<file path="src/rtl/core/ctt_pkg.sv">
// Shared types and constants of the configuration text tokenizer.
package ctt_pkg;

    localparam int OFFSET_BITS = 32;
    localparam int LINE_BITS   = 24;
    localparam int COLUMN_BITS = 16;
    localparam int LENGTH_BITS = 16;
    localparam int KIND_BITS   = 4;
    localparam int ERROR_BITS  = 2;

    // Packed result width and its byte-aligned bus width.
    localparam int RESULT_BITS =
        KIND_BITS + ERROR_BITS + OFFSET_BITS + LENGTH_BITS + LINE_BITS + COLUMN_BITS;
    localparam int OUT_TDATA_BITS = ((RESULT_BITS + 7) / 8) * 8;

    // One input byte causes at most three results.
    localparam int MAX_RESULTS     = 3;
    localparam int QUEUE_DEPTH     = 8;
    localparam int QUEUE_PTR_BITS  = $clog2(QUEUE_DEPTH);
    localparam int QUEUE_CNT_BITS  = $clog2(QUEUE_DEPTH + 1);
    localparam int KEYWORD_CHARS   = 5;

    // Character codes.
    localparam logic [7:0] CH_SPACE     = " ";
    localparam logic [7:0] CH_TAB       = 8'h09;
    localparam logic [7:0] CH_LF        = 8'h0A;
    localparam logic [7:0] CH_CR        = 8'h0D;
    localparam logic [7:0] CH_HASH      = "#";
    localparam logic [7:0] CH_BACKSLASH = "\\";
    localparam logic [7:0] CH_QUOTE     = "\"";
    localparam logic [7:0] CH_MINUS     = "-";
    localparam logic [7:0] CH_PLUS      = "+";
    localparam logic [7:0] CH_DOT       = ".";
    localparam logic [7:0] CH_LBRACE    = "{";
    localparam logic [7:0] CH_RBRACE    = "}";
    localparam logic [7:0] CH_LBRACKET  = "[";
    localparam logic [7:0] CH_RBRACKET  = "]";
    localparam logic [7:0] CH_COLON     = ":";
    localparam logic [7:0] CH_COMMA     = ",";
    localparam logic [7:0] CH_UNDERLINE = "_";

    // Keyword letters after the first one.
    localparam logic [31:0] KW_FALSE_TAIL = "alse";
    localparam logic [23:0] KW_NULL_TAIL  = "ull";
    localparam logic [23:0] KW_TRUE_TAIL  = "rue";

    typedef enum logic [3:0] {
        MODE_IDLE,
        MODE_COMMENT,
        MODE_IDENT,
        MODE_INT,
        MODE_DOT,
        MODE_FRAC,
        MODE_EXP,
        MODE_EXPSIGN,
        MODE_EXPDIG,
        MODE_STR,
        MODE_STRESC
    } scan_mode_t;

    typedef enum logic [KIND_BITS-1:0] {
        TOK_EOF,
        TOK_LBRACE,
        TOK_RBRACE,
        TOK_LBRACKET,
        TOK_RBRACKET,
        TOK_COLON,
        TOK_COMMA,
        TOK_STRING,
        TOK_INTEGER,
        TOK_FLOAT,
        TOK_IDENT,
        TOK_TRUE,
        TOK_FALSE,
        TOK_NULL,
        TOK_ERROR
    } token_kind_t;

    typedef enum logic [ERROR_BITS-1:0] {
        ERR_NONE,
        ERR_UNTERMINATED,
        ERR_EXPONENT,
        ERR_UNEXPECTED
    } error_code_t;

    typedef struct packed {
        token_kind_t             kind;
        error_code_t             err;
        logic [OFFSET_BITS-1:0]  offset;
        logic [LENGTH_BITS-1:0]  length;
        logic [LINE_BITS-1:0]    line;
        logic [COLUMN_BITS-1:0]  column;
        logic                    last;
    } result_t;

endpackage

</file>
<file path="src/rtl/core/config_text_tokenizer.sv">
// Top level of the configuration text tokenizer: scanner and result queue.
//
// Usage: source bytes arrive on the slave stream, one per transfer, with
// s_tuser low; a transfer with s_tuser high marks the end of the source.
// Tokens leave on the master stream, one per transfer, each with kind,
// error code, start offset, length, line and start column in m_tdata.
// m_tlast marks the last token caused by one input transfer.
//
// Each accepted input is scanned in the cycle of its transfer and its
// zero to three tokens are written into an eight-entry result queue; no
// token leaves on the master side in the cycle of its input transfer.
// The block takes one input per cycle as long as the queue has room for
// three more tokens, so with m_tready high a text yielding at most one
// token per byte streams at one byte per cycle; bursts of two or three
// tokens drain at one token per cycle through the single queue read port.
//
// Reset empties the queue and puts the scanner between tokens at line 1,
// column 1, offset 0. End of source flushes any pending token, emits EOF
// and returns the scanner to that same state. When the receiver stalls,
// tokens collect in the queue and s_tready falls once fewer than three
// entries are free.
module config_text_tokenizer (
    input  logic                               clk,
    input  logic                               rst_n,
    input  logic                               s_tvalid,
    output logic                               s_tready,
    input  logic [7:0]                         s_tdata,   // byte_value
    input  logic                               s_tuser,   // kind (1 = end of source)
    output logic                               m_tvalid,
    input  logic                               m_tready,
    // token_kind, error_code, start_offset, token_length, line_number,
    // first_column, zero padding
    output logic [ctt_pkg::OUT_TDATA_BITS-1:0] m_tdata,
    output logic                               m_tlast     // last_of_run
);

    localparam int OB = ctt_pkg::OFFSET_BITS;
    localparam int LB = ctt_pkg::LINE_BITS;
    localparam int CB = ctt_pkg::COLUMN_BITS;
    localparam int NB = ctt_pkg::LENGTH_BITS;
    localparam int PB = ctt_pkg::QUEUE_PTR_BITS;
    localparam int QB = ctt_pkg::QUEUE_CNT_BITS;

    // Scanner state.
    ctt_pkg::scan_mode_t mode_reg, mode_next;
    logic [OB-1:0] offset_reg, offset_next;
    logic [LB-1:0] line_reg, line_next;
    logic [CB-1:0] column_reg, column_next;
    logic [OB-1:0] tok_offset_reg, tok_offset_next;
    logic [CB-1:0] tok_column_reg, tok_column_next;
    logic [NB-1:0] tok_len_reg, tok_len_next;
    logic [OB-1:0] dot_offset_reg, dot_offset_next;
    logic [CB-1:0] dot_column_reg, dot_column_next;
    logic [7:0]    keyword_reg [ctt_pkg::KEYWORD_CHARS];
    logic [7:0]    keyword_next [ctt_pkg::KEYWORD_CHARS];

    // Result queue.
    ctt_pkg::result_t queue_mem [ctt_pkg::QUEUE_DEPTH];
    logic [PB-1:0] wr_ptr_reg, wr_ptr_next;
    logic [PB-1:0] rd_ptr_reg, rd_ptr_next;
    logic [QB-1:0] count_reg, count_next;

    ctt_pkg::result_t res [ctt_pkg::MAX_RESULTS];
    logic [1:0]       res_count;
    logic             accept;
    logic             pop;
    logic             do_fresh;
    logic [7:0]       ch;
    ctt_pkg::result_t head;

    function automatic logic [OB-1:0] sat_offset(input logic [OB-1:0] v);
        return (v == '1) ? v : v + OB'(1);
    endfunction

    function automatic logic [LB-1:0] sat_line(input logic [LB-1:0] v);
        return (v == '1) ? v : v + LB'(1);
    endfunction

    function automatic logic [CB-1:0] sat_column(input logic [CB-1:0] v);
        return (v == '1) ? v : v + CB'(1);
    endfunction

    function automatic logic [NB-1:0] sat_length(input logic [NB-1:0] v);
        return (v == '1) ? v : v + NB'(1);
    endfunction

    function automatic logic is_numeral(input logic [7:0] c);
        return (c >= "0") && (c <= "9");
    endfunction

    function automatic logic is_letter(input logic [7:0] c);
        return ((c >= "a") && (c <= "z")) || ((c >= "A") && (c <= "Z"))
            || (c == ctt_pkg::CH_UNDERLINE);
    endfunction

    function automatic ctt_pkg::result_t make_result(
        input ctt_pkg::token_kind_t kind,
        input ctt_pkg::error_code_t err,
        input logic [OB-1:0]        offset,
        input logic [NB-1:0]        length,
        input logic [LB-1:0]        line,
        input logic [CB-1:0]        column
    );
        ctt_pkg::result_t r;
        r.kind   = kind;
        r.err    = err;
        r.offset = offset;
        r.length = length;
        r.line   = line;
        r.column = column;
        r.last   = 1'b0;
        return r;
    endfunction

    // Keyword check on the stored first five letters of an identifier.
    function automatic ctt_pkg::token_kind_t ident_kind(
        input logic [NB-1:0] len,
        input logic [7:0]    kw [ctt_pkg::KEYWORD_CHARS]
    );
        ctt_pkg::token_kind_t k;
        k = ctt_pkg::TOK_IDENT;
        if ((len == NB'(5)) && (kw[0] == "f")
            && ({kw[1], kw[2], kw[3], kw[4]} == ctt_pkg::KW_FALSE_TAIL))
        begin
            k = ctt_pkg::TOK_FALSE;
        end
        else if ((len == NB'(4)) && (kw[0] == "n")
            && ({kw[1], kw[2], kw[3]} == ctt_pkg::KW_NULL_TAIL))
        begin
            k = ctt_pkg::TOK_NULL;
        end
        else if ((len == NB'(4)) && (kw[0] == "t")
            && ({kw[1], kw[2], kw[3]} == ctt_pkg::KW_TRUE_TAIL))
        begin
            k = ctt_pkg::TOK_TRUE;
        end
        return k;
    endfunction

    assign accept   = s_tvalid && s_tready;
    assign pop      = m_tvalid && m_tready;
    assign ch       = s_tdata;
    assign s_tready = (count_reg <= QB'(ctt_pkg::QUEUE_DEPTH - ctt_pkg::MAX_RESULTS));
    assign m_tvalid = (count_reg != '0);

    assign head    = queue_mem[rd_ptr_reg];
    assign m_tdata = ctt_pkg::OUT_TDATA_BITS'({head.column, head.line, head.length,
                                               head.offset, head.err, head.kind});
    assign m_tlast = head.last;

    // Scanner: one input item per pass, results collected in order.
    always_comb
    begin
        mode_next       = mode_reg;
        offset_next     = offset_reg;
        line_next       = line_reg;
        column_next     = column_reg;
        tok_offset_next = tok_offset_reg;
        tok_column_next = tok_column_reg;
        tok_len_next    = tok_len_reg;
        dot_offset_next = dot_offset_reg;
        dot_column_next = dot_column_reg;
        keyword_next    = keyword_reg;
        do_fresh        = 1'b0;
        res_count       = 2'd0;
        for (int i = 0; i < ctt_pkg::MAX_RESULTS; i++)
        begin
            res[i] = '0;
        end

        if (s_tuser)
        begin
            // End of source: flush the pending token, then EOF.
            unique case (mode_reg)
                ctt_pkg::MODE_IDENT:
                begin
                    res[res_count] = make_result(ident_kind(tok_len_reg, keyword_reg),
                        ctt_pkg::ERR_NONE, tok_offset_reg, tok_len_reg, line_reg,
                        tok_column_reg);
                    res_count = res_count + 2'd1;
                end
                ctt_pkg::MODE_INT:
                begin
                    res[res_count] = make_result(ctt_pkg::TOK_INTEGER, ctt_pkg::ERR_NONE,
                        tok_offset_reg, tok_len_reg, line_reg, tok_column_reg);
                    res_count = res_count + 2'd1;
                end
                ctt_pkg::MODE_DOT:
                begin
                    res[res_count] = make_result(ctt_pkg::TOK_INTEGER, ctt_pkg::ERR_NONE,
                        tok_offset_reg, tok_len_reg, line_reg, tok_column_reg);
                    res_count = res_count + 2'd1;
                    res[res_count] = make_result(ctt_pkg::TOK_ERROR,
                        ctt_pkg::ERR_UNEXPECTED, dot_offset_reg, '0, line_reg,
                        dot_column_reg);
                    res_count = res_count + 2'd1;
                end
                ctt_pkg::MODE_FRAC, ctt_pkg::MODE_EXPDIG:
                begin
                    res[res_count] = make_result(ctt_pkg::TOK_FLOAT, ctt_pkg::ERR_NONE,
                        tok_offset_reg, tok_len_reg, line_reg, tok_column_reg);
                    res_count = res_count + 2'd1;
                end
                ctt_pkg::MODE_EXP, ctt_pkg::MODE_EXPSIGN:
                begin
                    res[res_count] = make_result(ctt_pkg::TOK_ERROR, ctt_pkg::ERR_EXPONENT,
                        tok_offset_reg, '0, line_reg, tok_column_reg);
                    res_count = res_count + 2'd1;
                end
                ctt_pkg::MODE_STR, ctt_pkg::MODE_STRESC:
                begin
                    res[res_count] = make_result(ctt_pkg::TOK_ERROR,
                        ctt_pkg::ERR_UNTERMINATED, tok_offset_reg, '0, line_reg,
                        tok_column_reg);
                    res_count = res_count + 2'd1;
                end
                default:
                begin
                end
            endcase
            res[res_count] = make_result(ctt_pkg::TOK_EOF, ctt_pkg::ERR_NONE,
                offset_reg, '0, line_reg, column_reg);
            res_count = res_count + 2'd1;

            mode_next       = ctt_pkg::MODE_IDLE;
            offset_next     = '0;
            line_next       = LB'(1);
            column_next     = CB'(1);
            tok_offset_next = '0;
            tok_column_next = CB'(1);
            tok_len_next    = '0;
            dot_offset_next = '0;
            dot_column_next = CB'(1);
        end
        else
        begin
            unique case (mode_reg)
                ctt_pkg::MODE_COMMENT:
                begin
                    if (ch == ctt_pkg::CH_LF)
                    begin
                        do_fresh = 1'b1;
                    end
                    else
                    begin
                        offset_next = sat_offset(offset_next);
                        column_next = sat_column(column_next);
                    end
                end
                ctt_pkg::MODE_IDENT:
                begin
                    if (is_letter(ch) || is_numeral(ch) || (ch == ctt_pkg::CH_MINUS))
                    begin
                        if (tok_len_reg < NB'(ctt_pkg::KEYWORD_CHARS))
                        begin
                            keyword_next[tok_len_reg[2:0]] = ch;
                        end
                        tok_len_next = sat_length(tok_len_next);
                        offset_next  = sat_offset(offset_next);
                        column_next  = sat_column(column_next);
                    end
                    else
                    begin
                        res[res_count] = make_result(ident_kind(tok_len_reg, keyword_reg),
                            ctt_pkg::ERR_NONE, tok_offset_reg, tok_len_reg, line_reg,
                            tok_column_reg);
                        res_count = res_count + 2'd1;
                        do_fresh  = 1'b1;
                    end
                end
                ctt_pkg::MODE_INT:
                begin
                    if (is_numeral(ch))
                    begin
                        tok_len_next = sat_length(tok_len_next);
                        offset_next  = sat_offset(offset_next);
                        column_next  = sat_column(column_next);
                    end
                    else if (ch == ctt_pkg::CH_DOT)
                    begin
                        dot_offset_next = offset_reg;
                        dot_column_next = column_reg;
                        offset_next     = sat_offset(offset_next);
                        column_next     = sat_column(column_next);
                        mode_next       = ctt_pkg::MODE_DOT;
                    end
                    else if ((ch == "e") || (ch == "E"))
                    begin
                        tok_len_next = sat_length(tok_len_next);
                        offset_next  = sat_offset(offset_next);
                        column_next  = sat_column(column_next);
                        mode_next    = ctt_pkg::MODE_EXP;
                    end
                    else
                    begin
                        res[res_count] = make_result(ctt_pkg::TOK_INTEGER,
                            ctt_pkg::ERR_NONE, tok_offset_reg, tok_len_reg, line_reg,
                            tok_column_reg);
                        res_count = res_count + 2'd1;
                        do_fresh  = 1'b1;
                    end
                end
                ctt_pkg::MODE_DOT:
                begin
                    if (is_numeral(ch))
                    begin
                        // The dot and the digit both join the token.
                        tok_len_next = sat_length(sat_length(tok_len_next));
                        offset_next  = sat_offset(offset_next);
                        column_next  = sat_column(column_next);
                        mode_next    = ctt_pkg::MODE_FRAC;
                    end
                    else
                    begin
                        res[res_count] = make_result(ctt_pkg::TOK_INTEGER,
                            ctt_pkg::ERR_NONE, tok_offset_reg, tok_len_reg, line_reg,
                            tok_column_reg);
                        res_count = res_count + 2'd1;
                        res[res_count] = make_result(ctt_pkg::TOK_ERROR,
                            ctt_pkg::ERR_UNEXPECTED, dot_offset_reg, '0, line_reg,
                            dot_column_reg);
                        res_count = res_count + 2'd1;
                        do_fresh  = 1'b1;
                    end
                end
                ctt_pkg::MODE_FRAC:
                begin
                    if (is_numeral(ch))
                    begin
                        tok_len_next = sat_length(tok_len_next);
                        offset_next  = sat_offset(offset_next);
                        column_next  = sat_column(column_next);
                    end
                    else if ((ch == "e") || (ch == "E"))
                    begin
                        tok_len_next = sat_length(tok_len_next);
                        offset_next  = sat_offset(offset_next);
                        column_next  = sat_column(column_next);
                        mode_next    = ctt_pkg::MODE_EXP;
                    end
                    else
                    begin
                        res[res_count] = make_result(ctt_pkg::TOK_FLOAT,
                            ctt_pkg::ERR_NONE, tok_offset_reg, tok_len_reg, line_reg,
                            tok_column_reg);
                        res_count = res_count + 2'd1;
                        do_fresh  = 1'b1;
                    end
                end
                ctt_pkg::MODE_EXP:
                begin
                    if ((ch == ctt_pkg::CH_PLUS) || (ch == ctt_pkg::CH_MINUS))
                    begin
                        tok_len_next = sat_length(tok_len_next);
                        offset_next  = sat_offset(offset_next);
                        column_next  = sat_column(column_next);
                        mode_next    = ctt_pkg::MODE_EXPSIGN;
                    end
                    else if (is_numeral(ch))
                    begin
                        tok_len_next = sat_length(tok_len_next);
                        offset_next  = sat_offset(offset_next);
                        column_next  = sat_column(column_next);
                        mode_next    = ctt_pkg::MODE_EXPDIG;
                    end
                    else
                    begin
                        res[res_count] = make_result(ctt_pkg::TOK_ERROR,
                            ctt_pkg::ERR_EXPONENT, tok_offset_reg, '0, line_reg,
                            tok_column_reg);
                        res_count = res_count + 2'd1;
                        do_fresh  = 1'b1;
                    end
                end
                ctt_pkg::MODE_EXPSIGN:
                begin
                    if (is_numeral(ch))
                    begin
                        tok_len_next = sat_length(tok_len_next);
                        offset_next  = sat_offset(offset_next);
                        column_next  = sat_column(column_next);
                        mode_next    = ctt_pkg::MODE_EXPDIG;
                    end
                    else
                    begin
                        res[res_count] = make_result(ctt_pkg::TOK_ERROR,
                            ctt_pkg::ERR_EXPONENT, tok_offset_reg, '0, line_reg,
                            tok_column_reg);
                        res_count = res_count + 2'd1;
                        do_fresh  = 1'b1;
                    end
                end
                ctt_pkg::MODE_EXPDIG:
                begin
                    if (is_numeral(ch))
                    begin
                        tok_len_next = sat_length(tok_len_next);
                        offset_next  = sat_offset(offset_next);
                        column_next  = sat_column(column_next);
                    end
                    else
                    begin
                        res[res_count] = make_result(ctt_pkg::TOK_FLOAT,
                            ctt_pkg::ERR_NONE, tok_offset_reg, tok_len_reg, line_reg,
                            tok_column_reg);
                        res_count = res_count + 2'd1;
                        do_fresh  = 1'b1;
                    end
                end
                ctt_pkg::MODE_STR:
                begin
                    tok_len_next = sat_length(tok_len_next);
                    offset_next  = sat_offset(offset_next);
                    column_next  = sat_column(column_next);
                    if (ch == ctt_pkg::CH_QUOTE)
                    begin
                        res[res_count] = make_result(ctt_pkg::TOK_STRING,
                            ctt_pkg::ERR_NONE, tok_offset_reg, tok_len_next, line_reg,
                            tok_column_reg);
                        res_count = res_count + 2'd1;
                        mode_next = ctt_pkg::MODE_IDLE;
                    end
                    else if (ch == ctt_pkg::CH_BACKSLASH)
                    begin
                        mode_next = ctt_pkg::MODE_STRESC;
                    end
                    else if (ch == ctt_pkg::CH_LF)
                    begin
                        // A raw newline inside a string starts a new line.
                        line_next   = sat_line(line_reg);
                        column_next = CB'(1);
                    end
                end
                ctt_pkg::MODE_STRESC:
                begin
                    tok_len_next = sat_length(tok_len_next);
                    offset_next  = sat_offset(offset_next);
                    column_next  = sat_column(column_next);
                    mode_next    = ctt_pkg::MODE_STR;
                end
                default:
                begin
                    do_fresh = 1'b1;
                end
            endcase

            // Scan the byte as the possible start of a new token.
            if (do_fresh)
            begin
                mode_next = ctt_pkg::MODE_IDLE;
                priority if ((ch == ctt_pkg::CH_SPACE) || (ch == ctt_pkg::CH_CR)
                             || (ch == ctt_pkg::CH_TAB))
                begin
                    offset_next = sat_offset(offset_next);
                    column_next = sat_column(column_next);
                end
                else if (ch == ctt_pkg::CH_LF)
                begin
                    offset_next = sat_offset(offset_next);
                    line_next   = sat_line(line_next);
                    column_next = CB'(1);
                end
                else if (ch == ctt_pkg::CH_HASH)
                begin
                    offset_next = sat_offset(offset_next);
                    column_next = sat_column(column_next);
                    mode_next   = ctt_pkg::MODE_COMMENT;
                end
                else
                begin
                    tok_offset_next = offset_next;
                    tok_column_next = column_next;
                    tok_len_next    = NB'(1);
                    offset_next     = sat_offset(offset_next);
                    column_next     = sat_column(column_next);
                    if (is_letter(ch))
                    begin
                        keyword_next[0] = ch;
                        mode_next       = ctt_pkg::MODE_IDENT;
                    end
                    else if (is_numeral(ch) || (ch == ctt_pkg::CH_MINUS))
                    begin
                        mode_next = ctt_pkg::MODE_INT;
                    end
                    else if (ch == ctt_pkg::CH_QUOTE)
                    begin
                        mode_next = ctt_pkg::MODE_STR;
                    end
                    else
                    begin
                        unique case (ch)
                            ctt_pkg::CH_LBRACE:
                                res[res_count] = make_result(ctt_pkg::TOK_LBRACE,
                                    ctt_pkg::ERR_NONE, tok_offset_next, tok_len_next,
                                    line_next, tok_column_next);
                            ctt_pkg::CH_RBRACE:
                                res[res_count] = make_result(ctt_pkg::TOK_RBRACE,
                                    ctt_pkg::ERR_NONE, tok_offset_next, tok_len_next,
                                    line_next, tok_column_next);
                            ctt_pkg::CH_LBRACKET:
                                res[res_count] = make_result(ctt_pkg::TOK_LBRACKET,
                                    ctt_pkg::ERR_NONE, tok_offset_next, tok_len_next,
                                    line_next, tok_column_next);
                            ctt_pkg::CH_RBRACKET:
                                res[res_count] = make_result(ctt_pkg::TOK_RBRACKET,
                                    ctt_pkg::ERR_NONE, tok_offset_next, tok_len_next,
                                    line_next, tok_column_next);
                            ctt_pkg::CH_COLON:
                                res[res_count] = make_result(ctt_pkg::TOK_COLON,
                                    ctt_pkg::ERR_NONE, tok_offset_next, tok_len_next,
                                    line_next, tok_column_next);
                            ctt_pkg::CH_COMMA:
                                res[res_count] = make_result(ctt_pkg::TOK_COMMA,
                                    ctt_pkg::ERR_NONE, tok_offset_next, tok_len_next,
                                    line_next, tok_column_next);
                            default:
                                res[res_count] = make_result(ctt_pkg::TOK_ERROR,
                                    ctt_pkg::ERR_UNEXPECTED, tok_offset_next, '0,
                                    line_next, tok_column_next);
                        endcase
                        res_count = res_count + 2'd1;
                    end
                end
            end
        end

        // The final result of this item carries the run marker.
        for (int i = 0; i < ctt_pkg::MAX_RESULTS; i++)
        begin
            res[i].last = (2'(i) == (res_count - 2'd1));
        end
    end

    // Queue pointers and fill count.
    always_comb
    begin
        wr_ptr_next = wr_ptr_reg;
        rd_ptr_next = rd_ptr_reg;
        count_next  = count_reg;
        if (accept)
        begin
            wr_ptr_next = wr_ptr_reg + PB'(res_count);
            count_next  = count_next + QB'(res_count);
        end
        if (pop)
        begin
            rd_ptr_next = rd_ptr_reg + PB'(1);
            count_next  = count_next - QB'(1);
        end
    end

    always_ff @(posedge clk or negedge rst_n)
    begin
        if (!rst_n)
        begin
            mode_reg       <= ctt_pkg::MODE_IDLE;
            offset_reg     <= '0;
            line_reg       <= LB'(1);
            column_reg     <= CB'(1);
            tok_offset_reg <= '0;
            tok_column_reg <= CB'(1);
            tok_len_reg    <= '0;
            dot_offset_reg <= '0;
            dot_column_reg <= CB'(1);
            wr_ptr_reg     <= '0;
            rd_ptr_reg     <= '0;
            count_reg      <= '0;
        end
        else
        begin
            if (accept)
            begin
                mode_reg       <= mode_next;
                offset_reg     <= offset_next;
                line_reg       <= line_next;
                column_reg     <= column_next;
                tok_offset_reg <= tok_offset_next;
                tok_column_reg <= tok_column_next;
                tok_len_reg    <= tok_len_next;
                dot_offset_reg <= dot_offset_next;
                dot_column_reg <= dot_column_next;
            end
            wr_ptr_reg <= wr_ptr_next;
            rd_ptr_reg <= rd_ptr_next;
            count_reg  <= count_next;
        end
    end

    // Keyword letters and queue entries hold payload only.
    always_ff @(posedge clk)
    begin
        if (accept)
        begin
            keyword_reg <= keyword_next;
            for (int i = 0; i < ctt_pkg::MAX_RESULTS; i++)
            begin
                if (2'(i) < res_count)
                begin
                    queue_mem[wr_ptr_reg + PB'(i)] <= res[i];
                end
            end
        end
    end

endmodule

</file>
<file path="config.mk">
export PLATFORM = sky130hd
export DESIGN_NAME = config_text_tokenizer
export DESIGN_NICKNAME = d
export VERILOG_FILES = /design/src/rtl/core/ctt_pkg.sv /design/src/rtl/core/config_text_tokenizer.sv
export SDC_FILE = /design/constraint.sdc
export NUM_CORES = 2
export LEC_CHECK = 0
export ABC_CLOCK_PERIOD_IN_PS = 14700
export BUFFER_PORTS_ARGS = -buffer_cell sky130_fd_sc_hd__buf_2
export CAP_MARGIN = 25
export CORE_MARGIN = 4
export CORE_UTILIZATION = 51
export CTS_CLUSTER_SIZE = 12
export DETAILED_ROUTE_END_ITERATION = 10
export PLACE_DENSITY = 0.67
export SLEW_MARGIN = 5
export SYNTH_ARGS = -nofsm -noshare
export SYNTH_HDL_FRONTEND = slang
export SYNTH_SLANG_ARGS = --single-unit
</file>
<file path="constraint.sdc">
create_clock -name clk -period 14.7 [get_ports clk]
set_input_delay 2.205 -clock clk [delete_from_list [all_inputs] [get_ports clk]]
set_output_delay 2.205 -clock clk [all_outputs]
set_load 0.02 [all_outputs]
</file>
==> results.sh <==
export IMPL_boundaryPins=112
export IMPL_cts_tree="done"
export IMPL_ys_top_cells_by_area="edfxtp_1 (40%), dfrtp_1 (8.0%), mux4_2 (7.1%)"
export IMPL_routed_via_density=7.56
export IMPL_cts_hold_buf=0
export IMPL_power_switching_mw=3.34
export IMPL_criticalPathCategory="in -> reg"
export IMPL_drc_errors=0
export IMPL_drive_gt1_frac=0.158
export IMPL_synth_cells=5749
export IMPL_synth_lib_cells_used_distinct=119
export IMPL_start_util=0.517
export IMPL_drt_antenna_violating_nets=0
export IMPL_synth_async_sr_flop_share=0.198
export IMPL_avgSynthCellArea_sq_um=10.5
export IMPL_layout_nets=5620
export IMPL_synth_ff_type="edfxtp_1"
export IMPL_path_max_fanout=38
export IMPL_cts_htree_levels=3
export IMPL_crit_chain="buf_2, nor3b_4, nand3_1, buf_4, o211ai_1, o21ai_0, nor2_1, ha_1, mux2_2, o21ai_2, buf_4, a21oi_1, nand2_1, o21ai_4, buf_4, buf_4"
export IMPL_clock_root_buffer="clkbuf_16"
export IMPL_rows=125
export IMPL_timing_final_crit_period_ps=8140
export IMPL_final_area_sq_um=65900
export IMPL_pwr_share_seq=0.377
export IMPL_synth_warning_count=0
export IMPL_largest_reg_flops=760
export IMPL_dieHeight_um=352
export IMPL_drv_cap=0
export IMPL_synthMuxAreaShare=0.101
export IMPL_dr_first_iter_drc_count=10589
export IMPL_ys_seq_area_frac=0.480
export IMPL_cts_resized=0
export IMPL_gp_congestion=0.982
export IMPL_first_pass_iters=10
export IMPL_grt_antenna_before_repair=4
export IMPL_synthTopCellsByCount="edfxtp_1 (800), nand2_1 (688), nor2_1 (444), clkbuf_1 (436), o21ai_0 (365)"
export IMPL_io_buffers=109
export IMPL_status="complete, no violations"
export IMPL_max_slew_margin_rel=0.0581
export IMPL_rsz0062_at_grt="false"
export IMPL_sw_frac_of_total=0.361
export IMPL_synth_fa_ha_area_frac=0.00559
export IMPL_dieArea_sq_um=124000
export IMPL_endpoint_kind="register"
export IMPL_final_util=0.564
export IMPL_synth_xor_area_frac=0.0162
export IMPL_nFillCells=9799
export IMPL_fin_crit_sh=0.554
export IMPL_clkSinkCount=998
export IMPL_synth_seq_cells=998
export IMPL_internal_power_mw=5.91
export IMPL_gr_total_overflow=0
export IMPL_synth_edff_count=800
export IMPL_wl_per_cell_um=33.3
export IMPL_dp_hpwl_um=148000
export IMPL_grt_util_all_layers=0.372
export IMPL_cts_setup_buffers=0
export IMPL_yosysTopAreaCell="edfxtp_1"
export IMPL_crit_buf_inv=5
export IMPL_grt_pass1_vias=50616
export IMPL_power_leakage_nw=22.0
export IMPL_synth_compound_area_share=0.225
export IMPL_pwr_share_comb=0.330
export IMPL_synth_most_common_cell="edfxtp_1"
export IMPL_vdd_drop_max_v=0.000127
export IMPL_multi_input_area_sq_um=29300
export IMPL_powerDensity_nw_per_um2=140
export IMPL_wl_um=240000
export IMPL_fmax_ghz=0.123
export IMPL_cts_buffer_depth=3
export IMPL_tightest_slew_ps=1410
export IMPL_pwr_share_clk=0.293
export IMPL_clk_pin_slew_ps=70
export IMPL_critPathSlowestCell="o21ai_4"
export IMPL_fin_skew_ps=37.5
export IMPL_total_power_mw=9.25
export IMPL_hold_viol_final=0
export IMPL_grt_max_degree=110
export IMPL_startpoint_type="primary input"
export IMPL_synth_top_family_by_area="compound AO/OA/AOI/OAI gates"
export IMPL_core_sq_um=117000
export IMPL_slew_viol_final=0
export IMPL_die_w_um=352
export IMPL_dr_total_vias=54337
export IMPL_cp_data_required_time_ps=15040
export IMPL_yosys_area_share_simple=0.129
export IMPL_finalSetupViolCount=0
export IMPL_placed_area_sq_um=62100
export IMPL_arrival_ps=8490
export IMPL_max_stage_delay_ps=850
export IMPL_setup_slack_ps=6560
export IMPL_cp_top_family="buffers and inverters"
export IMPL_worstSkewPairLatency_ps=730
export IMPL_hp_class="reg -> reg"
export IMPL_dp_slack_ps=6130
export IMPL_cpMostUsedCell="buf_4"
export IMPL_cts_buffers=108
export IMPL_grt_pass1_wl_um=348000
export IMPL_syn_area_sq_um=60400
export IMPL_synth_top_area_frac=0.398
export IMPL_fin_tns_setup_ps=0
export IMPL_syn_to_final_growth_pct=9.14
export IMPL_seqCellArea_sq_um=29000
==> per-stage QoR <==
step	hold WS (ps)	std cells
4_1_cts	483	7146
6_report	488	7191
5_1_grt	516	7188
2_1_floorplan	454	5750
3_5_place_dp	473	6954
3_3_place_gp	467	6949
==> final timing paths <==
check	depth (start not counted)	end	startpoint	slack [ps]
max in group asynchronous	2	line_reg[8]	rst_n	11750
max	16	queue_mem[6][64]	s_tdata[5]	6560
max reg2reg	14	queue_mem[6][64]	mode_reg[1]	7540
min	2	tok_column_reg[0]	tok_column_reg[0]	490
min reg2reg	2	tok_column_reg[0]	tok_column_reg[0]	490
min in group asynchronous	1	tok_len_reg[12]	rst_n	1580
==> final cells by class <==
cell class	count	area share
flip-flops and latches	998	0.440
diodes	3	0.000114
clock buffers	140	0.0447
well taps	1524	0.0289
multi-input cells	4125	0.444
clock inverters	52	0.00674
inverters	39	0.00222
repair buffers	310	0.0328
==> metal layers <==
layer	vias up	global-route usage	wire length, um
li1	22227	-	-
met1	26520	0.510	87600
met2	4862	0.529	101000
met3	724	0.146	41100
met4	4	0.149	10300
met5	-	0	46
==> tightest hold or removal path, cell delays in order (launching register included) <==
cell	delay, ps
dfstp_2	370
inv_1	60
a21oi_1	60
==> cells in the final DEF, fill, tap and decap left out, types with 21 or more instances in the layout <==
| cell type | n |
|---|---|
| inv_1 | 37 |
| buf_2 | 107 |
| mux4_2 | 190 |
| a21oi_1 | 262 |
| clkinv_1 | 25 |
| nor4_1 | 21 |
| o22ai_1 | 152 |
| xnor2_1 | 82 |
| a22oi_1 | 180 |
| a21o_1 | 82 |
| and2_1 | 31 |
| a221o_1 | 26 |
| and3_1 | 54 |
| mux2i_1 | 65 |
| clkbuf_1 | 23 |
| mux2_2 | 105 |
| o21ai_0 | 359 |
| o211ai_1 | 39 |
| nor3_1 | 64 |
| o31ai_1 | 21 |
| ha_1 | 21 |
| o221ai_1 | 247 |
| a31oi_1 | 48 |
| xor2_1 | 30 |
| buf_4 | 187 |
| nand3_1 | 100 |
| nand4_1 | 56 |
| dfrtp_1 | 191 |
| o21ai_1 | 100 |
| a2bb2oi_1 | 57 |
| edfxtp_1 | 800 |
| clkbuf_16 | 111 |
| a221oi_1 | 88 |
| nand2_1 | 677 |
| nor2_1 | 430 |
| a22o_1 | 88 |
==> kinds of logic after synthesis <==
logic type / Yosys count
AOI/OAI and AO/OA: 1955
and+or+nand+nor: 1669
DFF: 998
buffers and inverters: 627
muxes: 361
xor gates and xnor gates: 112
adders and majority gates: 26
other: 1
==> power groups by stage <==
stage | combinational (mW) | sequential (mW) | clock (mW)
2_1_floorplan | 2.12 | 3.38 | 0
3_3_place_gp | 2.95 | 3.53 | 0
3_5_place_dp | 2.97 | 3.54 | 0
4_1_cts | 2.98 | 3.48 | 2.70
5_1_grt | 3.18 | 3.50 | 2.81
6_report | 3.06 | 3.48 | 2.71
(Power assumes the default switching activity.)
